File: src/hdl/table_linear_interpolator_top_assert.svh
// Assertion macros for the table interpolator
`ifndef TABLE_LINEAR_INTERPOLATOR_TOP_ASSERT_SVH
`define TABLE_LINEAR_INTERPOLATOR_TOP_ASSERT_SVH
// Implication checked on every clock edge outside reset
`define TLI_ASSERT_IMP(lbl, clk, rst_n, ante, cons) \
    lbl: assert property (@(posedge clk) disable iff (!rst_n) (ante) |-> (cons)) \
        else $error("assertion failed");
// Next-cycle implication
`define TLI_ASSERT_NXT(lbl, clk, rst_n, ante, cons) \
    lbl: assert property (@(posedge clk) disable iff (!rst_n) (ante) |=> (cons)) \
        else $error("assertion failed");
`endif

File: src/hdl/tli_pkg.sv
// Shared types and constants for the table interpolator
package tli_pkg;
    localparam int TableDepth = 64;
    localparam int IdxW = $clog2(TableDepth);
    localparam int CntW = IdxW + 1;

    localparam logic [2:0] ST_EXACT  = 3'd0;
    localparam logic [2:0] ST_INTERP = 3'd1;
    localparam logic [2:0] ST_CLIP   = 3'd2;
    localparam logic [2:0] ST_EXTRAP = 3'd3;
    localparam logic [2:0] ST_ERROR  = 3'd4;

    localparam logic OP_LOAD  = 1'b0;
    localparam logic OP_QUERY = 1'b1;

    localparam logic [0:0] REG_TABLE_SIZE = 1'd0;
    localparam logic [0:0] REG_CLIP       = 1'd1;

    typedef enum logic [2:0] {
        DC_NONE, DC_READ, DC_LOAD_LO, DC_LOAD_HI, DC_MUL, DC_DIV_START, DC_DIV_STEP, DC_FINISH
    } t_dp_cmd;

    typedef struct packed {
        t_dp_cmd           cmd;
        logic [IdxW-1:0]   addr;
    } t_ctrl;

    typedef struct packed {
        logic signed [31:0] rd_x;
        logic               div_done;
        logic               den_zero;
    } t_stat;
endpackage

File: src/hdl/tli_ctrl.sv
// Search and sequencing controller
module tli_ctrl import tli_pkg::*; (
    input  logic               i_clk,
    input  logic               i_rst_n,
    input  logic               i_valid,
    input  logic               i_op,
    input  logic signed [31:0] i_qx,
    input  logic [6:0]         i_table_size,
    input  logic               i_clip,
    input  t_stat              i_stat,
    input  logic signed [31:0] i_rd_y,
    input  logic signed [31:0] i_dp_y,
    input  logic               i_dp_sat,
    input  logic               i_out_stall,
    output logic               o_stall,
    output logic               o_qx_en,
    output t_ctrl              o_ctrl,
    output logic               o_valid,
    output logic signed [31:0] o_y_value,
    output logic [2:0]         o_status,
    output logic               o_saturated
);
    typedef enum logic [3:0] {
        S_IDLE, S_PROBE, S_CMP, S_PICK, S_RDLO, S_RDHI, S_HI, S_MUL, S_DSTART,
        S_DIV, S_FIN, S_OUT, S_RDEND, S_ENDY
    } t_state;

    t_state r_state;
    logic [CntW:0] r_low, r_high, r_lo;
    logic [CntW-1:0] r_n;
    logic [2:0] r_stat;
    logic r_busy_q;
    logic signed [31:0] r_y;
    logic [2:0] r_status;
    logic r_sat, r_ovalid;
    logic signed [31:0] r_oy;
    logic [2:0] r_ostatus;
    logic r_osat;
    t_dp_cmd r_cmd;
    logic [IdxW-1:0] r_addr;

    logic [CntW:0] mid;
    logic [CntW-1:0] n_cap;
    assign mid   = r_low + ((r_high - r_low) >> 1);
    assign n_cap = (i_table_size > 7'(TableDepth)) ? CntW'(TableDepth) : CntW'(i_table_size);

    assign o_stall = (r_state != S_IDLE);
    assign o_qx_en = i_valid && !o_stall;

    always_ff @(posedge i_clk) begin
        if (!i_rst_n) begin
            r_state  <= S_IDLE;
            r_ovalid <= 1'b0;
            r_cmd    <= DC_NONE;
        end else begin
            r_cmd <= DC_NONE;
            if (r_ovalid && !i_out_stall) r_ovalid <= 1'b0;
            case (r_state)
                S_IDLE: if (o_qx_en && i_op == OP_QUERY) begin
                    r_n <= n_cap;
                    if (n_cap == '0) begin
                        r_y <= '0; r_status <= ST_ERROR; r_sat <= 1'b0;
                        r_state <= S_OUT;
                    end else begin
                        r_low  <= '0;
                        r_high <= (CntW+1)'(n_cap) - 1'b1;
                        r_state <= S_PROBE;
                    end
                end
                S_PROBE: begin
                    if ($signed(r_low) <= $signed(r_high)) begin
                        r_addr <= mid[IdxW-1:0];
                        r_cmd  <= DC_READ;
                        r_state <= S_CMP;
                    end else r_state <= S_PICK;
                end
                S_CMP: if (r_cmd == DC_NONE) begin
                    if (i_stat.rd_x < i_qx) begin
                        r_low <= mid + 1'b1; r_state <= S_PROBE;
                    end else if (i_stat.rd_x > i_qx) begin
                        r_high <= mid - 1'b1; r_state <= S_PROBE;
                    end else begin
                        r_y <= i_rd_y; r_status <= ST_EXACT; r_sat <= 1'b0;
                        r_state <= S_OUT;
                    end
                end
                S_PICK: begin
                    if (r_low == '0 || r_low == (CntW+1)'(r_n)) begin
                        if (i_clip) begin
                            r_addr <= (r_low == '0) ? '0 : IdxW'(r_n - 1'b1);
                            r_cmd <= DC_READ;
                            r_state <= S_RDEND;
                        end else if (r_n < 2) begin
                            r_y <= '0; r_status <= ST_ERROR; r_sat <= 1'b0;
                            r_state <= S_OUT;
                        end else begin
                            r_lo <= (r_low == '0) ? '0 : (CntW+1)'(r_n) - 2'd2;
                            r_stat <= ST_EXTRAP;
                            r_state <= S_RDLO;
                        end
                    end else begin
                        r_lo <= r_low - 1'b1; r_stat <= ST_INTERP;
                        r_state <= S_RDLO;
                    end
                end
                S_RDEND: if (r_cmd == DC_NONE) r_state <= S_ENDY;
                S_ENDY: begin
                    r_y <= i_rd_y; r_status <= ST_CLIP; r_sat <= 1'b0;
                    r_state <= S_OUT;
                end
                S_RDLO: begin
                    r_addr <= r_lo[IdxW-1:0]; r_cmd <= DC_READ; r_state <= S_RDHI;
                end
                S_RDHI: if (r_cmd == DC_NONE) begin
                    r_cmd <= DC_LOAD_LO;
                    r_addr <= IdxW'(r_lo + 1'b1);
                    r_state <= S_HI;
                end
                S_HI: if (r_cmd == DC_NONE) begin
                    r_cmd <= DC_LOAD_HI; r_state <= S_MUL;
                end
                S_MUL: begin
                    if (r_cmd != DC_LOAD_HI) begin
                        r_cmd <= DC_MUL; r_state <= S_DSTART;
                    end
                end
                S_DSTART: begin
                    r_cmd <= DC_DIV_START; r_state <= S_DIV;
                end
                S_DIV: begin
                    if (r_cmd == DC_DIV_STEP && i_stat.div_done) begin
                        r_cmd <= DC_FINISH; r_state <= S_FIN;
                    end else r_cmd <= DC_DIV_STEP;
                end
                S_FIN: if (r_cmd == DC_NONE) begin
                    if (i_stat.den_zero) begin
                        r_y <= '0; r_status <= ST_ERROR; r_sat <= 1'b0;
                    end else begin
                        r_y <= i_dp_y; r_status <= r_stat; r_sat <= i_dp_sat;
                    end
                    r_state <= S_OUT;
                end
                S_OUT: if (!r_ovalid) begin
                    r_ovalid  <= 1'b1;
                    r_oy      <= r_y;
                    r_ostatus <= r_status;
                    r_osat    <= r_sat;
                    r_state   <= S_IDLE;
                end
                default: r_state <= S_IDLE;
            endcase
        end
    end

    assign r_busy_q = 1'b0;
    assign o_ctrl.cmd  = r_cmd;
    assign o_ctrl.addr = r_addr;
    assign o_valid     = r_ovalid | r_busy_q;
    assign o_y_value   = r_oy;
    assign o_status    = r_ostatus;
    assign o_saturated = r_osat;

`include "table_linear_interpolator_top_assert.svh"
    `TLI_ASSERT_IMP(a_err_zero, i_clk, i_rst_n, o_valid && o_status == ST_ERROR, o_y_value == 0 && !o_saturated)
    `TLI_ASSERT_IMP(a_busy_stall, i_clk, i_rst_n, r_state != S_IDLE, o_stall)
    `TLI_ASSERT_NXT(a_hold_out, i_clk, i_rst_n, o_valid && i_out_stall, o_valid && $stable(o_y_value))
endmodule

File: config.mk
export PLATFORM = sky130hd
export DESIGN_NAME = tli_ctrl
export DESIGN_NICKNAME = d
export VERILOG_FILES = /design/src/hdl/tli_pkg.sv /design/src/hdl/tli_ctrl.sv
export VERILOG_INCLUDE_DIRS = /design/src /design/src/hdl
export SDC_FILE = /design/constraint.sdc
export NUM_CORES = 1
export LEC_CHECK = 0
export BUFFER_PORTS_ARGS = -buffer_cell sky130_fd_sc_hd__buf_4
export CAP_MARGIN = 20
export CORE_MARGIN = 1.5
export CORE_UTILIZATION = 40
export DETAILED_ROUTE_END_ITERATION = 8
export PLACE_DENSITY = 0.75
export SYNTH_ARGS = -nofsm -noshare
export SYNTH_HDL_FRONTEND = slang
export SYNTH_SLANG_ARGS = --single-unit
File: constraint.sdc
create_clock -name i_clk -period 5.5 [get_ports i_clk]
set_clock_uncertainty 0.2 [all_clocks]
set_input_delay 0.275 -clock i_clk [delete_from_list [all_inputs] [get_ports i_clk]]
set_output_delay 0.275 -clock i_clk [all_outputs]
set_load 0.01 [all_outputs]
==> reports/metrics.yaml <==
clock_tree:
  cts_made_buffers: 17
  ctsRootBufferMaster: "clkbuf_16"
  postCtsSetupBuffers: 0
  cts.sinks: 116
  clock_latency_ns: 0.41
  cts.htree.levels: 4
  cts_tree: "done"
  clock_path_buffers: 2
  path_clk_slew_ns: 0.06
die:
  die_area_mm2: 0.0187
  die_w_um: 137
  ios: 192
  chipHeight_um: 137
  start_util_pct: 41.1
  rows: 48
  core_region_area_mm2: 0.0174
routing:
  drc: 0
  wl_per_cell_um: 17.4
  via_count: 6239
  drt_iter0_drc: 417
  drt_wl_total_um: 20300
  drtPass1Iterations: 8
  drtAntennaViolNets: 0
  avgViaCountPerCell: 5.36
layout:
  nNetsFinal: 1135
  diodes: 0
  seq_area_mm2: 0.00340
  most-common-layout-cells: "197 x buf_4, 108 x edfxtp_1, 69 x inv_1"
  area_growth_pct: 41.4
  multi_input_area_mm2: 0.00342
  final_common_cell: "buf_4"
  fillCellCount: 1442
  layout-drive-gt1-share_pct: 26.7
sta:
  finalCriticalPeriod_ns: 4.09
  whs_ns: 0.0172
  tightest_slew_ns: 0.909
  tns_ns: 0
  maxSlewHeadroom_pct: 38.9
  hold_viol_final: 0
  fmax_ghz: 0.244
  timing.final.crit_share_pct: 74.4
  setup-violations-final: 0
  slew_violations: 0
  rsz0062_at_grt: "no"
critical_path:
  slowest_delay_ns: 0.49
  crit_type: "reg2reg"
  slowest_stage: "edfxtp_1"
  required_ns: 5.45
  crit_family: "compound AO/OA/AOI/OAI gates"
  path_max_fanout: 6
  crit_path_start_kind: "register"
  critPathCaptureType: "register"
  crit_arrival_ns: 4.04
  crit_buf_inv: 2
  worstPathCellList: "inv_1, ha_1, a21o_1, a21oi_1, o21bai_1, a21o_1, a31oi_1, xnor2_1, ha_1, inv_1, and3_1, a211o_1, a311oi_2, nor3_1, xor2_1, nor2_1"
placement:
  place_congestion: 0.921
  port_buffers: 191
  dp_hpwl_um: 14100
hold_path:
  min_path_type: "in2reg"
grt:
  grt_pass1_wl_um: 30900
  antenna_found_initial: 0
  grt_max_degree: 37
  grt_usage_pct: 21.7
  first_global_vias: 6051
  grt_overflow: 0
yosys:
  ys_ff_latch: 116
  synth_area_mm2: 0.00716
  seq_area_frac_synth_pct: 47.5
  synth_edf_count: 108
  synth_top_flop_cell: "edfxtp_1"
  synthArstFlopShare_pct: 0
  yosysUniqueCellTypes: 67
  synthCells: 668
  syn_nets: 877
  synth_area_per_cell_um2: 10.7
  yosys_warnings: 0
power_and_ir_drop:
  ir_drop_mv: 0.382
  cellLeakagePower_uw: 0.00439
  powerDensity_mw_per_mm2: 529
run:
  drv_cap: 0
run_status:
  status: "complete, no violations"
## cell usage after synthesis (all sizes together) (8+ instances only)
library cell,instances,area (µm²)
and3,10,72.6
nand4,13,81.3
nor2b,11,68.8
clkbuf,13,48.8
nor2,51,196
nor4,8,50.1
xnor2,23,201
inv,69,259
xor2,23,201
nand3,13,65.1
buf,10,56.3
edfxtp,108,3240
a21o,10,75.1
nand2,40,150
o21ai,21,105
dfxtp,8,160
a22o,32,280
ha,63,788
a31oi,10,62.6
a21oi,36,191
a211oi,10,87.6
nor3,14,75.1
## final cells by class
class | count | area share (%)
Tap cell | 225 | 2.78
Multi-Input combinational cell | 459 | 33.8
Sequential cell | 116 | 33.6
Timing Repair Buffer | 262 | 21.1
Clock buffer | 17 | 4.20
Inverter | 70 | 2.59
Clock inverter | 15 | 1.90
## state kept, by name, summed over array words and instances (netlist names)
signal and flops:
r_low 8, r_status 3, r_high 8, r_state 4
r_stat 1, r_sat 1, r_cmd 3, o_y_value 32
r_lo 6, o_status 3, r_addr 6, r_n 7
o_valid 1, r_y 32, o_saturated 1
## stage by stage
step                cell area, µm²  setup WS, ns  cells  power (µW)  utilization, %
floorplan                     7160         0.612    668        3360               -
global placement              8850          1.58   1067        4010            50.8
detailed placement            8850          1.46   1067        4060            50.8
CTS                          10100          1.45   1162        5300            58.0
global route                 10100          1.07   1164        5730            58.1
finish                       10100          1.41   1164        5360            58.1
## worst paths after layout
check / start / to / slack (ns) / cells after the start
worst max-delay path: r_low[1] / r_low[7] / 1.41 / 16
worst min-delay path: i_dp_y[20] / r_y[20] / 0.02 / 2
worst min register to register: r_y[18] / o_y_value[18] / 0.22 / 0
worst max register to register: r_low[1] / r_low[7] / 1.41 / 16
## cells by family (layout without fill, tap and decap cells)
| family | after synthesis | count (layout) | share of synthesized area (%) |
|---|---|---|---|
| and+or+nand+nor | 185 | 185 | 13.1 |
| muxes | 6 | 6 | 1.07 |
| buffers and inverters | 93 | 364 | 5.14 |
| AOI/OAI and AO/OA | 157 | 157 | 15.9 |
| xor gates and xnor gates | 46 | 46 | 5.63 |
| DFF | 116 | 116 | 47.5 |
| adders and majority gates | 65 | 65 | 11.6 |
## repair_timing
item / CTS / global route
hold buffers: 63 / 0
gates resized for setup: 0 / 0
setup endpoints to repair: 0 / 0
endpoints found under the hold margin: 36 / 0
## routing by layer
layer / track usage [%] / up-vias / share of wire (%)
met5: 0 / - / 0
met4: 7.78 / 0 / 2.6
met3: 6.15 / 41 / 8.0
met2: 37.5 / 291 / 50
met1: 25.8 / 2919 / 40
li1: - / 2988 / -
## report_power, final
part           internal, µW  total (µW)  leakage (µW)  switching (µW)
Sequential             1280        1430       0.00106             145
Clock                   725        1160      0.000302             431
Combinational          1180        2770       0.00303            1590
Total                  3190        5360       0.00439            2170
No activity file was read; power rests on OpenSTA's default activity.
